<file path="src/rtl/tccb_pkg.sv">
// Package for the three-camera column blend: types, register map, reset values
// and the per-channel rounding and blend functions.
// No dependencies.
package tccb_pkg;

  localparam int COLUMN_W = 12;
  localparam int SIZE_W   = 13;
  localparam int PIXEL_W  = 24;
  localparam int COUNT_W  = 2;
  localparam int PADDR_W  = 4;
  localparam int PDATA_W  = 32;

  localparam logic [1:0] REG_LINE_WIDTH  = 2'd0;
  localparam logic [1:0] REG_TAIL_WIDTH  = 2'd1;
  localparam logic [1:0] REG_MASK_ENABLE = 2'd2;

  localparam logic [SIZE_W-1:0] LINE_WIDTH_RESET = 13'd2400;
  localparam logic [SIZE_W-1:0] TAIL_WIDTH_RESET = 13'd960;
  localparam logic              MASK_ENABLE_RESET = 1'b1;

  localparam logic [7:0] VALID_LEVEL = 8'd10;
  localparam logic [7:0] CHAN_MAX    = 8'd255;

  typedef logic [PIXEL_W-1:0] pixel_t;

  typedef struct packed {
    logic [SIZE_W-1:0] line_width;
    logic [SIZE_W-1:0] tail_width;
    logic              mask_enable;
  } cfg_t;

  typedef struct packed {
    logic left;
    logic centre;
    logic right;
  } keep_t;

  // any channel above the black level
  function automatic logic pix_valid(input pixel_t p);
    return (p[7:0] > VALID_LEVEL) || (p[15:8] > VALID_LEVEL) || (p[23:16] > VALID_LEVEL);
  endfunction

  // v/2, round half to even
  function automatic logic [7:0] half_rhe(input logic [7:0] v);
    return {1'b0, v[7:1]} + {7'd0, v[0] & v[1]};
  endfunction

  // v/4, round half to even
  function automatic logic [7:0] quarter_rhe(input logic [7:0] v);
    logic up;
    up = (v[1] & v[0]) | (v[1] & ~v[0] & v[2]);
    return {2'b00, v[7:2]} + {7'd0, up};
  endfunction

  function automatic logic [7:0] sat_chan(input logic [8:0] s);
    return s[8] ? CHAN_MAX : s[7:0];
  endfunction

  // 1/2 + 1/2 blend, per channel
  function automatic pixel_t pair_blend(input pixel_t a, input pixel_t b);
    pixel_t res;
    logic [8:0] sum;
    for (int k = 0; k < 3; k++) begin
      sum = {1'b0, half_rhe(a[8*k +: 8])} + {1'b0, half_rhe(b[8*k +: 8])};
      res[8*k +: 8] = sat_chan(sum);
    end
    return res;
  endfunction

  // 1/4 left + 1/2 centre + 1/4 right, per channel
  function automatic pixel_t tri_blend(input pixel_t l, input pixel_t c, input pixel_t r);
    pixel_t res;
    logic [8:0] sum;
    for (int k = 0; k < 3; k++) begin
      sum = {1'b0, quarter_rhe(l[8*k +: 8])} + {1'b0, half_rhe(c[8*k +: 8])}
          + {1'b0, quarter_rhe(r[8*k +: 8])};
      res[8*k +: 8] = sat_chan(sum);
    end
    return res;
  endfunction

endpackage

</file>
<file path="src/rtl/tccb_if.sv">
// Stream interfaces of the column blend: camera pixel input and blended output.
// Depends on tccb_pkg.
interface tccb_in_if;
  logic                         valid;
  logic                         ready;
  logic [tccb_pkg::COLUMN_W-1:0] column;
  tccb_pkg::pixel_t             left_pixel;
  tccb_pkg::pixel_t             centre_pixel;
  tccb_pkg::pixel_t             right_pixel;

  modport source (output valid, column, left_pixel, centre_pixel, right_pixel, input ready);
  modport sink (input valid, column, left_pixel, centre_pixel, right_pixel, output ready);
endinterface

interface tccb_out_if;
  logic                         valid;
  logic                         ready;
  tccb_pkg::pixel_t             blended_pixel;
  logic [tccb_pkg::COUNT_W-1:0] source_count;

  modport source (output valid, blended_pixel, source_count, input ready);
  modport sink (input valid, blended_pixel, source_count, output ready);
endinterface

</file>
<file path="src/rtl/tccb_window.sv">
// Column window tests for the left, centre and right camera.
// Depends on tccb_pkg.
module tccb_window (
  input  tccb_pkg::cfg_t                cfg,
  input  logic [tccb_pkg::COLUMN_W-1:0] column,
  output tccb_pkg::keep_t               keep
);

  logic signed [13:0] diff;
  logic signed [13:0] cs;
  logic signed [25:0] xs;
  logic signed [25:0] ws;
  logic signed [25:0] ts;
  logic signed [25:0] cs_ext;
  logic signed [25:0] ce_ext;
  logic               left_in;
  logic               right_in;
  logic               centre_in;

  always_comb begin
    diff   = $signed({1'b0, cfg.line_width}) - $signed({1'b0, cfg.tail_width});
    // halve, truncating toward zero
    cs     = (diff >>> 1) + $signed({13'd0, diff[13] & diff[0]});
    xs     = $signed({14'd0, column});
    ws     = $signed({13'd0, cfg.line_width});
    ts     = $signed({13'd0, cfg.tail_width});
    cs_ext = {{12{cs[13]}}, cs};
    ce_ext = cs_ext + ts;

    left_in   = (26'sd510 * (xs - ws) + 26'sd764 * ts) >= 26'sd0;
    right_in  = (26'sd510 * xs) <= (26'sd764 * ts);
    centre_in = ((26'sd1020 * (cs_ext - xs)) <= (26'sd254 * ts))
             && ((26'sd1020 * (xs - ce_ext)) <= (26'sd254 * ts));

    keep.left   = !cfg.mask_enable || left_in;
    keep.centre = !cfg.mask_enable || centre_in;
    keep.right  = !cfg.mask_enable || right_in;
  end

endmodule

</file>
<file path="src/rtl/tccb_blend.sv">
// Validity test, source count and weighted blend of three masked pixels.
// Depends on tccb_pkg.
module tccb_blend (
  input  tccb_pkg::pixel_t             left_pixel,
  input  tccb_pkg::pixel_t             centre_pixel,
  input  tccb_pkg::pixel_t             right_pixel,
  output tccb_pkg::pixel_t             blended_pixel,
  output logic [tccb_pkg::COUNT_W-1:0] source_count
);

  logic vl;
  logic vc;
  logic vr;

  always_comb begin
    vl = tccb_pkg::pix_valid(left_pixel);
    vc = tccb_pkg::pix_valid(centre_pixel);
    vr = tccb_pkg::pix_valid(right_pixel);
    source_count = {1'b0, vl} + {1'b0, vc} + {1'b0, vr};
    unique case ({vl, vc, vr})
      3'b000: blended_pixel = '0;
      3'b100: blended_pixel = left_pixel;
      3'b010: blended_pixel = centre_pixel;
      3'b001: blended_pixel = right_pixel;
      3'b110: blended_pixel = tccb_pkg::pair_blend(left_pixel, centre_pixel);
      3'b011: blended_pixel = tccb_pkg::pair_blend(centre_pixel, right_pixel);
      3'b101: blended_pixel = tccb_pkg::pair_blend(left_pixel, right_pixel);
      default: blended_pixel = tccb_pkg::tri_blend(left_pixel, centre_pixel, right_pixel);
    endcase
  end

endmodule

</file>
<file path="src/rtl/three_camera_column_blend_unit.sv">
// Top level of the three-camera column blend: APB register file, input and
// result registers. Depends on tccb_pkg, tccb_if, tccb_window and tccb_blend.
//
//   channel    kind        payload
//   cameras    stream in   column, left_pixel, centre_pixel, right_pixel
//   stitched   stream out  blended_pixel, source_count
//   apb        register    line_width @0x0, tail_width @0x4, mask_enable @0x8
//
// One pixel per clock sustained while the output is not stalled. Each pixel
// passes through the input register, then through the window and blend logic
// into the result register, from which it transfers out. Synchronous
// active-high reset empties both registers and restores the register defaults.
// A stalled output holds the result register; the input register keeps
// accepting until it is full behind it.
module three_camera_column_blend_unit (
  input  logic                                clk,
  input  logic                                rst,
  tccb_in_if.sink                             cameras,
  tccb_out_if.source                          stitched,
  input  logic                                psel,
  input  logic                                penable,
  input  logic                                pwrite,
  input  logic [tccb_pkg::PADDR_W-1:0]        paddr,
  input  logic [tccb_pkg::PDATA_W-1:0]        pwdata,
  output logic [tccb_pkg::PDATA_W-1:0]        prdata,
  output logic                                pready
);

  tccb_pkg::cfg_t                cfg;
  logic                          cfg_write;
  logic [1:0]                    reg_index;

  logic                          s1_valid;
  logic [tccb_pkg::COLUMN_W-1:0] s1_column;
  tccb_pkg::pixel_t              s1_left;
  tccb_pkg::pixel_t              s1_centre;
  tccb_pkg::pixel_t              s1_right;

  logic                          out_valid;
  tccb_pkg::pixel_t              out_pixel;
  logic [tccb_pkg::COUNT_W-1:0]  out_count;

  tccb_pkg::keep_t               keep;
  tccb_pkg::pixel_t              masked_left;
  tccb_pkg::pixel_t              masked_centre;
  tccb_pkg::pixel_t              masked_right;
  tccb_pkg::pixel_t              blend_pixel;
  logic [tccb_pkg::COUNT_W-1:0]  blend_count;

  logic                          advance;
  logic                          in_xfer;

  // ---------------------------------------------------------------------------
  // Register port: zero-wait APB, word-aligned registers
  // ---------------------------------------------------------------------------
  assign pready    = 1'b1;
  assign reg_index = paddr[3:2];
  assign cfg_write = psel && penable && pwrite;

  always_ff @(posedge clk) begin
    if (rst) begin
      cfg.line_width  <= tccb_pkg::LINE_WIDTH_RESET;
      cfg.tail_width  <= tccb_pkg::TAIL_WIDTH_RESET;
      cfg.mask_enable <= tccb_pkg::MASK_ENABLE_RESET;
    end else if (cfg_write) begin
      unique case (reg_index)
        tccb_pkg::REG_LINE_WIDTH:  cfg.line_width  <= pwdata[tccb_pkg::SIZE_W-1:0];
        tccb_pkg::REG_TAIL_WIDTH:  cfg.tail_width  <= pwdata[tccb_pkg::SIZE_W-1:0];
        tccb_pkg::REG_MASK_ENABLE: cfg.mask_enable <= pwdata[0];
        default: ;  // drop writes to unmapped addresses
      endcase
    end
  end

  always_comb begin
    unique case (reg_index)
      tccb_pkg::REG_LINE_WIDTH:  prdata = {19'd0, cfg.line_width};
      tccb_pkg::REG_TAIL_WIDTH:  prdata = {19'd0, cfg.tail_width};
      tccb_pkg::REG_MASK_ENABLE: prdata = {31'd0, cfg.mask_enable};
      default:                   prdata = '0;
    endcase
  end

  // ---------------------------------------------------------------------------
  // Handshake: the result register moves whenever it is empty or being taken;
  // the input register refills whenever it is empty or moving forward.
  // ---------------------------------------------------------------------------
  assign advance       = !out_valid || stitched.ready;
  assign cameras.ready = !s1_valid || advance;
  assign in_xfer       = cameras.valid && cameras.ready;

  always_ff @(posedge clk) begin
    if (rst) begin
      s1_valid <= 1'b0;
    end else if (cameras.ready) begin
      s1_valid <= cameras.valid;
    end
  end

  // payload needs no reset; load only on a transfer
  always_ff @(posedge clk) begin
    if (in_xfer) begin
      s1_column <= cameras.column;
      s1_left   <= cameras.left_pixel;
      s1_centre <= cameras.centre_pixel;
      s1_right  <= cameras.right_pixel;
    end
  end

  // ---------------------------------------------------------------------------
  // Window tests, masking and blend between the two registers
  // ---------------------------------------------------------------------------
  tccb_window u_window (
    .cfg    (cfg),
    .column (s1_column),
    .keep   (keep)
  );

  // black out a pixel outside its camera's window
  assign masked_left   = keep.left   ? s1_left   : '0;
  assign masked_centre = keep.centre ? s1_centre : '0;
  assign masked_right  = keep.right  ? s1_right  : '0;

  tccb_blend u_blend (
    .left_pixel    (masked_left),
    .centre_pixel  (masked_centre),
    .right_pixel   (masked_right),
    .blended_pixel (blend_pixel),
    .source_count  (blend_count)
  );

  // ---------------------------------------------------------------------------
  // Result register
  // ---------------------------------------------------------------------------
  always_ff @(posedge clk) begin
    if (rst) begin
      out_valid <= 1'b0;
    end else if (advance) begin
      out_valid <= s1_valid;
    end
  end

  always_ff @(posedge clk) begin
    if (advance && s1_valid) begin
      out_pixel <= blend_pixel;
      out_count <= blend_count;
    end
  end

  assign stitched.valid         = out_valid;
  assign stitched.blended_pixel = out_pixel;
  assign stitched.source_count  = out_count;

`ifndef SYNTHESIS
  // no valid source means a black result
  a_black_when_empty: assert property (@(posedge clk) disable iff (rst)
    (stitched.valid && stitched.source_count == 2'd0) |-> stitched.blended_pixel == '0)
    else $error("nonzero pixel with no valid source");

  // an item leaving the input register lands in the result register
  a_no_loss: assert property (@(posedge clk) disable iff (rst)
    (s1_valid && advance) |=> out_valid)
    else $error("item dropped between input and result register");

  // a mask_enable write takes effect on the next cycle
  a_mask_write: assert property (@(posedge clk) disable iff (rst)
    (cfg_write && reg_index == tccb_pkg::REG_MASK_ENABLE) |=> cfg.mask_enable == $past(pwdata[0]))
    else $error("mask_enable write lost");
`endif

endmodule
</file>
<file path="src/flat_wrapper.sv">
// flat-port wrapper written by rule: the top's interface ports become plain ports
module three_camera_column_blend_unit_flat 
  (clk, rst, psel, penable, pwrite, paddr, pwdata, prdata, pready, cameras_valid, cameras_column, cameras_left_pixel, cameras_centre_pixel, cameras_right_pixel, cameras_ready, stitched_valid, stitched_blended_pixel, stitched_source_count, stitched_ready);
  tccb_in_if cameras_i ();
  tccb_out_if stitched_i ();
  input  logic clk;
  input  logic rst;
  input  logic psel;
  input  logic penable;
  input  logic pwrite;
  input  logic [tccb_pkg::PADDR_W-1:0] paddr;
  input  logic [tccb_pkg::PDATA_W-1:0] pwdata;
  output logic [tccb_pkg::PDATA_W-1:0] prdata;
  output logic pready;
  input wire logic [$bits(cameras_i.valid)-1:0] cameras_valid;
  input wire logic [$bits(cameras_i.column)-1:0] cameras_column;
  input wire logic [$bits(cameras_i.left_pixel)-1:0] cameras_left_pixel;
  input wire logic [$bits(cameras_i.centre_pixel)-1:0] cameras_centre_pixel;
  input wire logic [$bits(cameras_i.right_pixel)-1:0] cameras_right_pixel;
  output wire logic [$bits(cameras_i.ready)-1:0] cameras_ready;
  output wire logic [$bits(stitched_i.valid)-1:0] stitched_valid;
  output wire logic [$bits(stitched_i.blended_pixel)-1:0] stitched_blended_pixel;
  output wire logic [$bits(stitched_i.source_count)-1:0] stitched_source_count;
  input wire logic [$bits(stitched_i.ready)-1:0] stitched_ready;
  assign cameras_i.valid = cameras_valid;
  assign cameras_i.column = cameras_column;
  assign cameras_i.left_pixel = cameras_left_pixel;
  assign cameras_i.centre_pixel = cameras_centre_pixel;
  assign cameras_i.right_pixel = cameras_right_pixel;
  assign cameras_ready = cameras_i.ready;
  assign stitched_valid = stitched_i.valid;
  assign stitched_blended_pixel = stitched_i.blended_pixel;
  assign stitched_source_count = stitched_i.source_count;
  assign stitched_i.ready = stitched_ready;
  three_camera_column_blend_unit u_core (.clk(clk), .rst(rst), .cameras(cameras_i), .stitched(stitched_i), .psel(psel), .penable(penable), .pwrite(pwrite), .paddr(paddr), .pwdata(pwdata), .prdata(prdata), .pready(pready));
endmodule
</file>
<file path="config.mk">
export PLATFORM = sky130hd
export DESIGN_NAME = three_camera_column_blend_unit_flat
export DESIGN_NICKNAME = d
export VERILOG_FILES = /design/src/rtl/tccb_pkg.sv /design/src/rtl/tccb_if.sv /design/src/rtl/tccb_window.sv /design/src/rtl/tccb_blend.sv /design/src/rtl/three_camera_column_blend_unit.sv /design/src/flat_wrapper.sv
export SDC_FILE = /design/constraint.sdc
export NUM_CORES = 2
export LEC_CHECK = 0
export ABC_AREA = 1
export BUFFER_PORTS_ARGS = -buffer_cell sky130_fd_sc_hd__buf_2
export CAP_MARGIN = 20
export CELL_PAD_IN_SITES_DETAIL_PLACEMENT = 1
export CELL_PAD_IN_SITES_GLOBAL_PLACEMENT = 1
export CORE_MARGIN = 10
export CORE_UTILIZATION = 50
export DETAILED_ROUTE_END_ITERATION = 8
export PLACE_DENSITY_LB_ADDON = 0.08
export SYNTH_ARGS = -nofsm -noshare
export SYNTH_HDL_FRONTEND = slang
export SYNTH_HIERARCHICAL = 1
export SYNTH_SLANG_ARGS = --single-unit
</file>
<file path="constraint.sdc">
create_clock -name clk -period 27.8 [get_ports clk]
set_input_delay 5.56 -clock clk [delete_from_list [all_inputs] [get_ports clk]]
set_output_delay 5.56 -clock clk [all_outputs]
set_load 0.01 [all_outputs]
</file>
==> metrics.log <==
INFO  metric cts-resized-gates = 0
INFO  metric floorplan.io_pins = 188
INFO  metric hp-start = u_core/cfg[16]$_SDFFE_PP0P_
INFO  metric routedWlPerCell = 19.7 um
INFO  metric drt_pre_antenna_iters = 5
INFO  metric htreeDepth = 4
INFO  metric antenna_found_initial = 6
INFO  metric ant_nets = 0
INFO  metric critPathTopFamily = adder cells
INFO  metric tightest_slew = 1.06 ns
INFO  metric min_delay_path_depth = 2
INFO  metric final-instance-count-excl-fill = 5425
INFO  metric dp_hpwl = 92900 um
INFO  metric worst-path-buf-inv = 11
INFO  metric crit_path_max_incr_delay = 0.96 ns
INFO  metric worstRegToRegCells = 72
INFO  metric worst_r2r_endpoint = u_core/stitched.blended_pixel[3]$_DFFE_PP_
INFO  metric synth_top_area_share = 22.8%
INFO  metric criticalPathCategory = flop to flop
INFO  metric layout.cells.most_common = sky130_fd_sc_hd__inv_1
INFO  metric die_w = 279 um
INFO  metric setup_viol = 0
INFO  metric number_of_hold_buffers_added_after_cts = 0
INFO  metric critPathMostFrequentCell = sky130_fd_sc_hd__nand2_1
INFO  metric pin_count_of_the_biggest_net_entering_global_routing = 73
INFO  metric die_h = 279 um
INFO  metric clk_pin_slew_worst_paths = 0.07 ns
INFO  metric synth.avg_cell_area = 7.63 um2
INFO  metric setup_repair_after_global_routing_missed_its_margin = false
INFO  metric io_buffer_count = 146
INFO  metric drc = 0
INFO  metric rrSetupSlack = 12.23 ns
INFO  metric hold_violations = 0
INFO  metric total_clock_buffers_created_by_cts = 17
INFO  metric synth_largest_area_cell = sky130_fd_sc_hd__fa_1
INFO  metric global_route.overflow_total = 0
INFO  metric post_route_cells_drive_above_1_share = 7.37%
INFO  metric synth_flop_cell = sky130_fd_sc_hd__edfxtp_1
INFO  metric min_delay_worst_endpoint = u_core/cfg[16]$_SDFFE_PP0P_
INFO  metric clock.fmax = 0.0642 GHz
INFO  metric gr-usage-all-layers = 27.8%
INFO  metric outcome = finished, final reports clean
INFO  metric netlist_top_cells_area = sky130_fd_sc_hd__fa_1 (23%), sky130_fd_sc_hd__ha_1 (18%), sky130_fd_sc_hd__inv_1 (12%)
INFO  metric yosys.cell_types.count = 65
INFO  metric critPathMaxFanout = 24
INFO  metric final.setup.tns = 0 ns
INFO  metric drt_iter0_markers = 1603
INFO  metric worstSkewPairLatency = 0.49 ns
INFO  metric numClockSinks = 139
INFO  metric coreArea = 0.0662 mm2
INFO  metric via_count = 29090
INFO  metric cts_buffer_depth = 2
INFO  metric avgViaCountPerCell = 5.36
INFO  metric initial_standard_cell_utilization_of_the_core = 50.7%
INFO  metric post-cts-setup-buffer-count = 0
INFO  metric arrival_worst_endpoint = 15.89 ns
INFO  metric slew_limit_headroom = 29.4%
INFO  metric hold_class = flop to flop
INFO  metric crit_path_top_delay_cell = sky130_fd_sc_hd__dfxtp_1
INFO  metric drv_slew = 0
INFO  metric setup.worst_path.start_class = flop
INFO  metric crit_path_end_kind = flop
INFO  metric place.gp.congestion = 0.940
INFO  metric final_min_period_over_clock_period = 56.0%
INFO  metric fp-row-count = 94
INFO  metric cp.required = 28.12 ns
INFO  metric full_die_area = 0.0779 mm2
INFO  metric postSynthCellCount = 4400
INFO  metric synthesized_flop_and_latch_total = 139
INFO  metric async_set_or_reset_flop_fraction_in_the_synthesized_netlist = 0%
INFO  metric period_needed = 15.57 ns
INFO  metric finalNetCount = 5528
INFO  metric ys_seq_area_share = 11.6%
INFO  metric ys.warnings.count = 6
INFO  metric num_antenna_cells = 0
INFO  metric flow.area_growth_from_synthesis = 6.68%
INFO  metric final_cell_mix = sky130_fd_sc_hd__inv_1 (1059), sky130_fd_sc_hd__nand2_1 (823), sky130_fd_sc_hd__ha_1 (471)
INFO  metric synth_enable_flop_cells = 110
INFO  metric fin_skew = 0.0181 ns
INFO  metric post_synth_instance_area = 0.0336 mm2
INFO  metric ctsRootBufferMaster = sky130_fd_sc_hd__clkbuf_16
INFO  metric vias_in_the_first_global_route = 31438
INFO  metric dp_worst_setup_slack = 12.27 ns
INFO  metric dp.cells = 5392
INFO  metric layout_setup_ws = 12.23 ns
INFO  metric grt_pass1_wl = 171000 um
INFO  metric route.final.wire_length = 107000 um
INFO  metric tritoncts = done
INFO  metric max_cap_violations = 0
INFO  metric worst_r2r_startpoint = u_core/cfg[9]$_SDFFE_PP1P_
-- metal layers --
metal	part of all wire (%)	routed length, um	global-route usage, %
met1	46	49300	37.2
met2	48	51100	47.1
met3	4.2	4500	3.54
met4	2.1	2220	6.61
met5	0.039	42	0
-- worst max path at each step --
| stage | end | from | depth (start not counted) | slack, ns |
|---|---|---|---|---|
| final | u_core/stitched.blended_pixel[3]$_DFFE_PP_ | u_core/cfg[9]$_SDFFE_PP1P_ | 72 | 12.23 |
| after floorplan | u_core/stitched.blended_pixel[12]$_DFFE_PP_ | u_core/cfg[5]$_SDFFE_PP0P_ | 71 | 15.52 |
| after CTS | u_core/stitched.blended_pixel[3]$_DFFE_PP_ | u_core/cfg[9]$_SDFFE_PP1P_ | 72 | 12.22 |
| after detailed placement | u_core/stitched.blended_pixel[3]$_DFFE_PP_ | u_core/cfg[9]$_SDFFE_PP1P_ | 72 | 12.27 |
| after global routing | u_core/stitched.blended_pixel[3]$_DFFE_PP_ | u_core/cfg[9]$_SDFFE_PP1P_ | 73 | 10.84 |
| after global placement | u_core/stitched.blended_pixel[2]$_DFFE_PP_ | u_core/cfg[9]$_SDFFE_PP1P_ | 69 | 12.57 |
-- cell usage after synthesis, types with 15 or more instances --
master	n
sky130_fd_sc_hd__inv_2	35
sky130_fd_sc_hd__nand2_1	823
sky130_fd_sc_hd__o21bai_1	17
sky130_fd_sc_hd__fa_1	382
sky130_fd_sc_hd__edfxtp_1	110
sky130_fd_sc_hd__nor3_1	27
sky130_fd_sc_hd__buf_4	28
sky130_fd_sc_hd__nor2_1	261
sky130_fd_sc_hd__xor2_1	145
sky130_fd_sc_hd__nand3_1	208
sky130_fd_sc_hd__ha_1	471
sky130_fd_sc_hd__nor2_4	15
sky130_fd_sc_hd__a21o_1	25
sky130_fd_sc_hd__nor2_2	22
sky130_fd_sc_hd__dfxtp_1	29
sky130_fd_sc_hd__nand4_1	87
sky130_fd_sc_hd__xnor2_1	72
sky130_fd_sc_hd__inv_1	1060
sky130_fd_sc_hd__nand2_2	22
sky130_fd_sc_hd__o21ai_0	101
sky130_fd_sc_hd__o211ai_1	16
sky130_fd_sc_hd__a31oi_1	26
sky130_fd_sc_hd__a21oi_1	257
-- per-stage QoR --
step / hold WS [ns] / util [%] / cell area (um2)
CTS: 0.538 / 54.1 / 35800
floorplan: 0.445 / - / 33600
global route: 0.582 / 54.1 / 35800
finish: 0.538 / 54.1 / 35800
global placement: 0.515 / 53.3 / 35300
detailed placement: 0.532 / 53.3 / 35300
-- logic make-up (layout without fill, tap and decap cells) --
kind of cell	Yosys count	in the layout	share of synthesized area, %
DFF	139	139	11.6
muxes	1	1	0.0335
and+or+nand+nor	1514	1514	19.9
adders and majority gates	853	853	40.3
other	2	20	0.0224
buffers and inverters	1155	1298	13.4
AOI/OAI and AO/OA	514	514	8.88
xor gates and xnor gates	222	222	5.90
-- worst register-to-register path, delay by kind of cell, from the launching register on --
family,cells,cell delay (ns)
xor gates and xnor gates,4,1.06
buffers and inverters,11,1.31
and+or+nand+nor,32,3.99
adders and majority gates,14,5.27
DFF,1,0.96
AOI/OAI and AO/OA,11,2.81
-- flip-flops by register name (all words and copies together) (netlist names) --
register / flops
u_core/cfg: 27
u_core/s1_column: 12
u_core/stitched.valid: 1
u_core/stitched.blended_pixel: 24
u_core/s1_centre: 24
u_core/stitched.source_count: 2
u_core/s1_left: 24
u_core/s1_right: 24
u_core/s1_valid: 1
-- final cells by class --
cell class	count	area [um2]
clock buffer	18	429
clock inverter	14	119
timing repair buffer	167	896
multi-input combinational	3124	25300
sequential	139	3880
tap	864	1080
inverter	1099	4130
fill	8577	30400
Power is not shown: default switching activity piles up to over one toggle a cycle in this logic, so the estimate is an artifact.
